### src/rtl/hlpd_pkg.sv
// Shared types, constants and codes for the handshake length-prefixed deframer.
package hlpd_pkg;

	localparam int HS_MAX_BYTES      = 8;
	localparam int HS_IDX_W          = 3;
	localparam int HS_LEN_W          = 4;
	localparam int HS_DATA_W         = 64;
	localparam int SIZE_LIMIT_W      = 32;
	localparam int LENGTH_WIDTH_DEF  = 32;
	localparam int CFG_DATA_W        = 64;
	localparam int CFG_INDEX_W       = 2;
	localparam int BYTE_W            = 8;
	localparam int KIND_W            = 3;
	localparam int QUEUE_DEPTH       = 2;
	localparam int QUEUE_PTR_W       = 1;
	localparam int QUEUE_CNT_W       = 2;

	localparam logic [BYTE_W-1:0] NEWLINE_CHAR = 8'h0A;
	localparam logic [BYTE_W-1:0] DIGIT_ZERO   = 8'h30;
	localparam logic [BYTE_W-1:0] DIGIT_NINE   = 8'h39;

	localparam logic [HS_DATA_W-1:0]    HS_BYTES_RST   = '0;
	localparam logic [HS_LEN_W-1:0]     HS_LEN_RST     = 4'd8;
	localparam logic [SIZE_LIMIT_W-1:0] SIZE_LIMIT_RST = 32'd1048576;

	typedef enum logic [1:0] {
		PH_HANDSHAKE,
		PH_LENGTH,
		PH_PAYLOAD,
		PH_ERROR
	} phase_t;

	typedef enum logic [KIND_W-1:0] {
		KIND_PAYLOAD   = 3'd0,
		KIND_HS_OK     = 3'd1,
		KIND_EMPTY     = 3'd2,
		KIND_HS_ERR    = 3'd3,
		KIND_BAD_DIGIT = 3'd4,
		KIND_OVER      = 3'd5
	} kind_t;

	typedef enum logic [CFG_INDEX_W-1:0] {
		REG_HS_BYTES   = 2'd0,
		REG_HS_LEN     = 2'd1,
		REG_SIZE_LIMIT = 2'd2
	} cfg_reg_t;

	// Classified received byte, as it travels through the queue
	typedef struct packed {
		logic [BYTE_W-1:0] data;
		logic              is_digit;
		logic              is_newline;
	} rx_class_t;

	// Queue status seen by the front and back parts
	typedef struct packed {
		logic full;
		logic valid;
	} queue_stat_t;

endpackage

### src/rtl/hlpd_front.sv
// Front part: accepts received bytes and classifies them for the queue.
module hlpd_front (
	input  logic                  in_valid,
	output logic                  in_ready,
	input  logic [hlpd_pkg::BYTE_W-1:0] rx_byte,
	input  hlpd_pkg::queue_stat_t q_stat,
	output logic                  push,
	output hlpd_pkg::rx_class_t   push_data
);

	assign in_ready = !q_stat.full;
	assign push     = in_valid && !q_stat.full;

	always_comb begin
		push_data.data       = rx_byte;
		push_data.is_newline = (rx_byte == hlpd_pkg::NEWLINE_CHAR);
		push_data.is_digit   = (rx_byte >= hlpd_pkg::DIGIT_ZERO) &&
			(rx_byte <= hlpd_pkg::DIGIT_NINE);
	end

endmodule

### src/rtl/hlpd_queue.sv
// Short queue of classified bytes between the front and back parts.
module hlpd_queue (
	input  logic                  clk,
	input  logic                  arst_n,
	input  logic                  push,
	input  hlpd_pkg::rx_class_t   push_data,
	input  logic                  pop,
	output hlpd_pkg::rx_class_t   pop_data,
	output hlpd_pkg::queue_stat_t q_stat
);

	hlpd_pkg::rx_class_t                 mem_q [hlpd_pkg::QUEUE_DEPTH];
	logic [hlpd_pkg::QUEUE_PTR_W-1:0]    wr_ptr_q;
	logic [hlpd_pkg::QUEUE_PTR_W-1:0]    rd_ptr_q;
	logic [hlpd_pkg::QUEUE_CNT_W-1:0]    count_q;

	assign q_stat.full  = (count_q == hlpd_pkg::QUEUE_CNT_W'(hlpd_pkg::QUEUE_DEPTH));
	assign q_stat.valid = (count_q != '0);
	assign pop_data     = mem_q[rd_ptr_q];

	always_ff @(posedge clk) begin
		if (push) begin
			mem_q[wr_ptr_q] <= push_data;
		end
	end

	always_ff @(posedge clk or negedge arst_n) begin
		if (!arst_n) begin
			wr_ptr_q <= '0;
			rd_ptr_q <= '0;
			count_q  <= '0;
		end else begin
			if (push) begin
				wr_ptr_q <= wr_ptr_q + 1'b1;
			end
			if (pop) begin
				rd_ptr_q <= rd_ptr_q + 1'b1;
			end
			if (push && !pop) begin
				count_q <= count_q + 1'b1;
			end else if (pop && !push) begin
				count_q <= count_q - 1'b1;
			end
		end
	end

endmodule

### src/rtl/hlpd_back.sv
// Back part: handshake match, length parse, payload pass and result register.
module hlpd_back #(
	parameter int LENGTH_WIDTH = hlpd_pkg::LENGTH_WIDTH_DEF
) (
	input  logic                                clk,
	input  logic                                arst_n,
	input  hlpd_pkg::queue_stat_t               q_stat,
	input  hlpd_pkg::rx_class_t                 q_data,
	output logic                                pop,
	input  logic [hlpd_pkg::HS_DATA_W-1:0]      hs_bytes,
	input  logic [hlpd_pkg::HS_LEN_W-1:0]       hs_len,
	input  logic [hlpd_pkg::SIZE_LIMIT_W-1:0]   size_limit,
	output logic                                out_valid,
	input  logic                                out_ready,
	output logic [hlpd_pkg::KIND_W-1:0]         kind,
	output logic [hlpd_pkg::BYTE_W-1:0]         payload_byte,
	output logic                                last,
	output logic                                is_handshaked
);

	localparam int NEXT_W = LENGTH_WIDTH + 4;
	localparam int CMP_W  = ((LENGTH_WIDTH > hlpd_pkg::SIZE_LIMIT_W) ?
		LENGTH_WIDTH : hlpd_pkg::SIZE_LIMIT_W) + 4;

	hlpd_pkg::phase_t                  phase_q, phase_d;
	logic [hlpd_pkg::HS_IDX_W-1:0]     idx_q, idx_d, idx_inc;
	logic [LENGTH_WIDTH-1:0]           accum_q, accum_d;
	logic [LENGTH_WIDTH-1:0]           left_q, left_d;
	logic [hlpd_pkg::HS_LEN_W-1:0]     hs_len_eff;
	logic [hlpd_pkg::BYTE_W-1:0]       want;
	logic [NEXT_W-1:0]                 accum_ext, accum_next;
	logic                              over;

	logic                              res_valid;
	hlpd_pkg::kind_t                   res_kind;
	logic [hlpd_pkg::BYTE_W-1:0]       res_byte;
	logic                              res_last;
	logic                              res_hs;

	logic                              out_valid_q;
	hlpd_pkg::kind_t                   kind_q;
	logic [hlpd_pkg::BYTE_W-1:0]       byte_q;
	logic                              last_q;
	logic                              hs_q;

	assign pop = q_stat.valid && (!out_valid_q || out_ready);

	always_comb begin
		if (hs_len == '0) begin
			hs_len_eff = hlpd_pkg::HS_LEN_W'(1);
		end else if (hs_len > hlpd_pkg::HS_LEN_W'(hlpd_pkg::HS_MAX_BYTES)) begin
			hs_len_eff = hlpd_pkg::HS_LEN_W'(hlpd_pkg::HS_MAX_BYTES);
		end else begin
			hs_len_eff = hs_len;
		end
	end

	assign want       = hs_bytes[idx_q*hlpd_pkg::BYTE_W +: hlpd_pkg::BYTE_W];
	assign idx_inc    = idx_q + 1'b1;
	assign accum_ext  = NEXT_W'(accum_q);
	assign accum_next = (accum_ext << 3) + (accum_ext << 1) + NEXT_W'(q_data.data[3:0]);
	assign over       = (accum_next[NEXT_W-1:LENGTH_WIDTH] != '0) ||
		(CMP_W'(accum_next) > CMP_W'(size_limit));

	always_comb begin
		phase_d   = phase_q;
		idx_d     = idx_q;
		accum_d   = accum_q;
		left_d    = left_q;
		res_valid = 1'b0;
		res_kind  = hlpd_pkg::KIND_PAYLOAD;
		res_byte  = '0;
		res_last  = 1'b0;
		res_hs    = 1'b0;
		if (pop) begin
			unique case (phase_q)
				hlpd_pkg::PH_HANDSHAKE: begin
					if (q_data.data != want) begin
						phase_d   = hlpd_pkg::PH_ERROR;
						res_valid = 1'b1;
						res_kind  = hlpd_pkg::KIND_HS_ERR;
					end else if (idx_inc == '0 ||
						hlpd_pkg::HS_LEN_W'(idx_inc) >= hs_len_eff) begin
						idx_d     = '0;
						phase_d   = hlpd_pkg::PH_LENGTH;
						accum_d   = '0;
						res_valid = 1'b1;
						res_kind  = hlpd_pkg::KIND_HS_OK;
						res_hs    = 1'b1;
					end else begin
						idx_d = idx_inc;
					end
				end
				hlpd_pkg::PH_LENGTH: begin
					if (q_data.is_newline) begin
						if (accum_q == '0) begin
							res_valid = 1'b1;
							res_kind  = hlpd_pkg::KIND_EMPTY;
							res_last  = 1'b1;
							res_hs    = 1'b1;
						end else begin
							left_d  = accum_q;
							accum_d = '0;
							phase_d = hlpd_pkg::PH_PAYLOAD;
						end
					end else if (!q_data.is_digit) begin
						phase_d   = hlpd_pkg::PH_ERROR;
						res_valid = 1'b1;
						res_kind  = hlpd_pkg::KIND_BAD_DIGIT;
					end else if (over) begin
						phase_d   = hlpd_pkg::PH_ERROR;
						res_valid = 1'b1;
						res_kind  = hlpd_pkg::KIND_OVER;
					end else begin
						accum_d = accum_next[LENGTH_WIDTH-1:0];
					end
				end
				hlpd_pkg::PH_PAYLOAD: begin
					res_valid = 1'b1;
					res_kind  = hlpd_pkg::KIND_PAYLOAD;
					res_byte  = q_data.data;
					res_hs    = 1'b1;
					if (left_q <= LENGTH_WIDTH'(1)) begin
						res_last = 1'b1;
						left_d   = '0;
						accum_d  = '0;
						phase_d  = hlpd_pkg::PH_LENGTH;
					end else begin
						left_d = left_q - 1'b1;
					end
				end
				hlpd_pkg::PH_ERROR: begin
					// drop the byte
				end
				default: begin
					phase_d = hlpd_pkg::PH_ERROR;
				end
			endcase
		end
	end

	always_ff @(posedge clk or negedge arst_n) begin
		if (!arst_n) begin
			phase_q     <= hlpd_pkg::PH_HANDSHAKE;
			idx_q       <= '0;
			accum_q     <= '0;
			left_q      <= '0;
			out_valid_q <= 1'b0;
		end else begin
			phase_q <= phase_d;
			idx_q   <= idx_d;
			accum_q <= accum_d;
			left_q  <= left_d;
			if (pop && res_valid) begin
				out_valid_q <= 1'b1;
			end else if (out_ready) begin
				out_valid_q <= 1'b0;
			end
		end
	end

	always_ff @(posedge clk) begin
		if (pop && res_valid) begin
			kind_q <= res_kind;
			byte_q <= res_byte;
			last_q <= res_last;
			hs_q   <= res_hs;
		end
	end

	assign out_valid     = out_valid_q;
	assign kind          = kind_q;
	assign payload_byte  = byte_q;
	assign last          = last_q;
	assign is_handshaked = hs_q;

	a_error_sticky: assert property (@(posedge clk) disable iff (!arst_n)
		phase_q == hlpd_pkg::PH_ERROR |=> phase_q == hlpd_pkg::PH_ERROR)
		else $error("error phase left without reset");

	a_payload_count: assert property (@(posedge clk) disable iff (!arst_n)
		phase_q == hlpd_pkg::PH_PAYLOAD |-> left_q != '0)
		else $error("payload phase with no bytes left");

	a_hs_flag_kind: assert property (@(posedge clk) disable iff (!arst_n)
		out_valid_q && hs_q |-> kind_q != hlpd_pkg::KIND_HS_ERR &&
			kind_q != hlpd_pkg::KIND_BAD_DIGIT && kind_q != hlpd_pkg::KIND_OVER)
		else $error("handshaked flag set on an error result");

endmodule

### src/rtl/handshake_length_prefixed_deframer_top.sv
// Top level of the handshake length-prefixed deframer with its register file.
// A byte accepted passes through the queue and then the result register before its result shows.
// One byte per cycle while the output is not stalled; the result register and a two-entry queue
// let input and output stall independently.
// Matched handshake bytes other than the last, digits and a newline ending a nonzero
// length produce no result; every payload byte produces one.
// Reset (arst_n low) clears phase, counters, queue and output valid at once, and
// loads the registers with their defaults; after an error only reset restarts it.
module handshake_length_prefixed_deframer_top #(
	parameter int LENGTH_WIDTH = hlpd_pkg::LENGTH_WIDTH_DEF
) (
	input  logic                                 clk,
	input  logic                                 arst_n,
	// configuration write port
	input  logic                                 cfg_we,
	input  logic [hlpd_pkg::CFG_INDEX_W-1:0]     cfg_index,
	input  logic [hlpd_pkg::CFG_DATA_W-1:0]      cfg_data,
	// received byte channel
	input  logic                                 in_valid,
	output logic                                 in_ready,
	input  logic [hlpd_pkg::BYTE_W-1:0]          rx_byte,
	// result channel
	output logic                                 out_valid,
	input  logic                                 out_ready,
	output logic [hlpd_pkg::KIND_W-1:0]          kind,
	output logic [hlpd_pkg::BYTE_W-1:0]          payload_byte,
	output logic                                 last,
	output logic                                 is_handshaked
);

	// Configuration registers; the user must write them only while no transaction is in flight (unchecked)
	logic [hlpd_pkg::HS_DATA_W-1:0]    hs_bytes_q;
	logic [hlpd_pkg::HS_LEN_W-1:0]     hs_len_q;
	logic [hlpd_pkg::SIZE_LIMIT_W-1:0] size_limit_q;

	// Front to queue, queue to back
	hlpd_pkg::queue_stat_t q_stat;
	hlpd_pkg::rx_class_t   push_data;
	hlpd_pkg::rx_class_t   pop_data;
	logic                  push;
	logic                  pop;

	always_ff @(posedge clk or negedge arst_n) begin
		if (!arst_n) begin
			hs_bytes_q   <= hlpd_pkg::HS_BYTES_RST;
			hs_len_q     <= hlpd_pkg::HS_LEN_RST;
			size_limit_q <= hlpd_pkg::SIZE_LIMIT_RST;
		end else if (cfg_we) begin
			// Drop writes to indexes past the last register
			unique case (hlpd_pkg::cfg_reg_t'(cfg_index))
				hlpd_pkg::REG_HS_BYTES: begin
					hs_bytes_q <= cfg_data;
				end
				hlpd_pkg::REG_HS_LEN: begin
					hs_len_q <= cfg_data[hlpd_pkg::HS_LEN_W-1:0];
				end
				hlpd_pkg::REG_SIZE_LIMIT: begin
					size_limit_q <= cfg_data[hlpd_pkg::SIZE_LIMIT_W-1:0];
				end
				default: begin
				end
			endcase
		end
	end

	// Accept and classify each byte (newline, digit) as a transaction comes in
	hlpd_front u_front (
		.in_valid  (in_valid),
		.in_ready  (in_ready),
		.rx_byte   (rx_byte),
		.q_stat    (q_stat),
		.push      (push),
		.push_data (push_data)
	);

	// Hold classified bytes so the parser can stall without blocking the input
	hlpd_queue u_queue (
		.clk       (clk),
		.arst_n    (arst_n),
		.push      (push),
		.push_data (push_data),
		.pop       (pop),
		.pop_data  (pop_data),
		.q_stat    (q_stat)
	);

	// Advance the handshake / length / payload machine and register results
	hlpd_back #(
		.LENGTH_WIDTH (LENGTH_WIDTH)
	) u_back (
		.clk           (clk),
		.arst_n        (arst_n),
		.q_stat        (q_stat),
		.q_data        (pop_data),
		.pop           (pop),
		.hs_bytes      (hs_bytes_q),
		.hs_len        (hs_len_q),
		.size_limit    (size_limit_q),
		.out_valid     (out_valid),
		.out_ready     (out_ready),
		.kind          (kind),
		.payload_byte  (payload_byte),
		.last          (last),
		.is_handshaked (is_handshaked)
	);

endmodule

### config.mk
export PLATFORM = sky130hd
export DESIGN_NAME = handshake_length_prefixed_deframer_top
export DESIGN_NICKNAME = d
export VERILOG_FILES = /design/src/rtl/hlpd_pkg.sv /design/src/rtl/hlpd_front.sv /design/src/rtl/hlpd_queue.sv /design/src/rtl/hlpd_back.sv /design/src/rtl/handshake_length_prefixed_deframer_top.sv
export SDC_FILE = /design/constraint.sdc
export NUM_CORES = 1
export LEC_CHECK = 0
export ABC_CLOCK_PERIOD_IN_PS = 11900
export BUFFER_PORTS_ARGS = -buffer_cell sky130_fd_sc_hd__clkbuf_2
export CAP_MARGIN = 5
export CORE_ASPECT_RATIO = 0.7
export CORE_MARGIN = 5
export CORE_UTILIZATION = 66
export CTS_CLUSTER_SIZE = 16
export DETAILED_ROUTE_END_ITERATION = 7
export GPL_TIMING_DRIVEN = 1
export PLACE_DENSITY = 0.94
export SYNTH_ARGS = -nofsm -noshare
export SYNTH_HDL_FRONTEND = slang
export SYNTH_SLANG_ARGS = --single-unit
### constraint.sdc
create_clock -name clk -period 11.9 [get_ports clk]
set_input_delay 2.38 -clock clk [delete_from_list [all_inputs] [get_ports clk]]
set_output_delay 2.38 -clock clk [all_outputs]
set_load 0.03 [all_outputs]
==> qor.txt <==
Die ar.: 0.02305 mm^2
Pre-antenna DRT Iters: 8
post-synthesis cell type count: 78
core footprint: 0.01975 mm^2
CTS tree: done
Worst R2R Start: u_queue.rd_ptr_q
status: finished clean
boundary pin count: 94
minimum clock period: 7.553 ns
met3 Usage GRT: 8.693%
Non-Filler Instances: 1,645
crit path capture type: flip-flop
sequential-to-total area share from yosys stat: 40.37%
Post-CTS Hold Buffers: 0
EDFF count, synth: 33
M2 GR Usage: 52.15%
Post-CTS Setup Repair Bufs: 0
average cell area after synthesis: 10.27 um^2
Synth Area in XOR/XNOR: 2.447%
grt ovf: 0
Placed Instances: 1,607
Yosys reg bits: 207
most frequent cell after synthesis: dfrtp_1
Reg clk slew, reported paths: 0.07 ns
layout cells sized above 1: 22.69%
htree depth: 1
most used routing layer: met2
Worst EP required: 12.16 ns
Resize count post-CTS: 0
static leakage power: 6.533 nW
Layout Nets: 1,548
Hold Vio Cnt, Final: 0
setup_tns: 0 ns
met1 Track Usage GR: 43.37%
Yosys warning count: 0
max-slew violations: 0
Iteration-0 DRC Markers: 1,276
simple-gate share of the synthesized area: 12.64%
Synth top area share: 32.50%
WL final: 37.82 mm
clock tree sinks: 207
largest net degree at the start of global routing: 111
drt wl/cell: 22.99 um
Worst EP arrival: 7.81 ns
Post-Syn Area: 0.01325 mm^2
largest area contributor in the netlist: dfrtp_1
PwrDens: 161.9 mW/mm^2
max-cap viol count: 0
crit-path max FO: 31
gpl congestion: 0.9530
critical path type: flip-flop to flip-flop
Die Ht: 128.5 um
Initial Utilization: 67.08%
drt via density: 6.831
root buf cell: clkbuf_16
highest ir drop seen on vdd: 0.0001313 V
unrepaired setup endpoints after global routing: false
I/O Buffers: 93
crit path from: u_queue.rd_ptr_q
fin area: 0.01467 mm^2
skew final: 0.01445 ns
vias: 11,237
critical path launch point type: flip-flop
first-pass GRT wire length: 59.85 mm
antenna diode count: 0
antenna-violating nets left: 0
adder-cell share of the synthesized area: 10.41%
fmax: 132.4 MHz
Total GRT Usage: 32.81%
worst-margin pin slew: 1.110 ns
final setup fails: 0
Slew Limit Headroom: 25.85%
Final Cycle Share: 63.47%
die width: 179.3 um
num rows: 43
compound-cell area share of the yosys netlist: 16.63%
Post-synth top cells: dfrtp_1 (172), nand2_1 (126), ha_1 (107)
proportion of synthesized area in mux cells: 13.13%
fillcell total: 1,254
initial antenna violation count: 2
worst hold path class: flip-flop to flip-flop
Async SR Flop Fraction: 84.06%
# DRC: 0
synth top area cells: dfrtp_1 (32%), ha_1 (10%), mux2_2 (8.7%)
Placement Cell Area: 0.01391 mm^2
largest family of logic cells by synthesized area: compound AO/OA/AOI/OAI gates
Area growth syn-to-layout: 10.73%
Synth Net Count: 1,478
vias in the first global route: 11,395
clock buffer count from CTS: 21
post-synthesis cell count: 1,290
HP Start: u_back.left_q[13]
clk_lat worst skew: 0.52 ns
top_reg_cell synth: dfrtp_1
Final HPWL DP: 26.75 mm
CTS Buffer Depth: 3
==> path summary, 6_finish.rpt <==
| kind | to | slack (ns) | cells after the start |
|---|---|---|---|
| min in group asynchronous | u_queue.wr_ptr_q | 1.94 | 1 |
| min | u_back.left_q[13] | 0.50 | 1 |
| max in group asynchronous | u_back.left_q[20] | 8.52 | 2 |
| max | u_back.kind[0] | 4.35 | 21 |
| max reg2reg | u_back.kind[0] | 4.35 | 21 |
| min reg2reg | u_back.left_q[13] | 0.50 | 1 |
==> cell usage in the layout (no fill, tap or decap), drive strengths merged, types with 5 or more instances in the layout <==
master,netlist,layout
or4,6,6
nand2,127,127
or3,11,11
nand3,18,18
a31oi,6,6
o22ai,5,5
xnor2,28,28
xor2,9,9
inv,82,86
a22o,6,6
mux2,102,102
nand4,14,14
o31ai,5,5
and2,7,7
nor2b,7,7
ha,107,107
nor2,74,74
buf,20,14
edfxtp,33,33
o221ai,31,31
nor3,27,27
o211ai,15,15
mux4,16,16
a21oi,77,77
clkinv,0,6
bufinv,0,5
nand2b,11,11
a32oi,6,6
nor4,23,23
o21ai,84,84
a21o,13,13
o21a,8,8
a22oi,13,13
mux2i,23,23
dfrtp,172,172
clkbuf,39,114
and3,7,7
a211oi,10,10
==> report_power, final <==
part           internal (mW)  total (mW)  switching (mW)
registers              0.810       0.876          0.0652
logic                  0.321       0.755           0.433
clock network          0.439       0.745           0.306
==> cells by family (layout without fill, tap and decap cells) <==
logic type / count (synthesis) / after routing
flip-flops: 207 / 207
adder cells (fa/ha/maj): 109 / 109
XOR/XNOR: 37 / 37
multiplexers: 141 / 141
AND/OR/NAND/NOR: 349 / 349
AO/OA/AOI/OAI: 306 / 306
buffers and inverters: 141 / 226
==> routing by layer <==
layer / share of wire (%) / vias to the layer above
li1: - / 4917
met1: 39 / 5442
met2: 46 / 688
met3: 10 / 186
met4: 4.6 / 4
met5: 0.066 / -
==> final cells by class <==
type | count | area (um^2) | share of cell area (%)
timing repair buffer | 106 | 569.3 | 3.882
clock inverter | 16 | 230.2 | 1.570
multi-input combinational | 942 | 7345 | 50.08
sequential | 207 | 5348 | 36.46
clock buffer | 22 | 529.3 | 3.609
inverter | 82 | 307.8 | 2.099
tap | 270 | 337.8 | 2.303
==> critical path, stage by stage, from the launching register on <==
cell      delay, ns
dfrtp_1        0.73
mux2i_1        0.45
inv_1          0.12
fa_1           0.55
ha_1           0.33
a211oi_1       0.08
o311a_1        0.40
or4_4          0.61
a31oi_1        0.37
o21ai_1        0.10
o311ai_0       0.49
ha_1           0.35
and2_1         0.19
a221o_1        0.30
a211oi_1       0.42
nand3b_1       0.14
o211ai_1       0.30
o211ai_2       0.30
o21ai_4        0.21
buf_4          0.46
a31oi_1        0.15
buf_4          0.23
==> stage by stage <==
step / worst slack (ns) / power, mW / util [%] / hold WS [ns]
after floorplan: 5.588 / 1.369 / - / 0.4593
after global placement: 4.949 / 1.533 / 70.43 / 0.4755
after detailed placement: 4.490 / 1.592 / 70.43 / 0.4823
after CTS: 4.466 / 2.355 / 74.28 / 0.4984
after global routing: 3.916 / 2.474 / 74.28 / 0.5138
final: 4.347 / 2.375 / 74.28 / 0.4968
==> sequential cells by signal, indices dropped and copies added, names as in the netlist <==
signal,count
u_queue.rd_ptr_q,1
u_back.kind,3
size_limit_q,32
u_back.left_q,32
u_queue.mem_q,20
u_back.phase_q,2
u_back.is_handshaked,1
hs_len_q,4
u_back.payload_byte,8
u_back.idx_q,3
hs_bytes_q,64
u_back.out_valid,1
u_back.accum_q,32
u_back.last,1
u_queue.count_q,2
u_queue.wr_ptr_q,1
No activity file was read; power rests on OpenSTA's default activity.
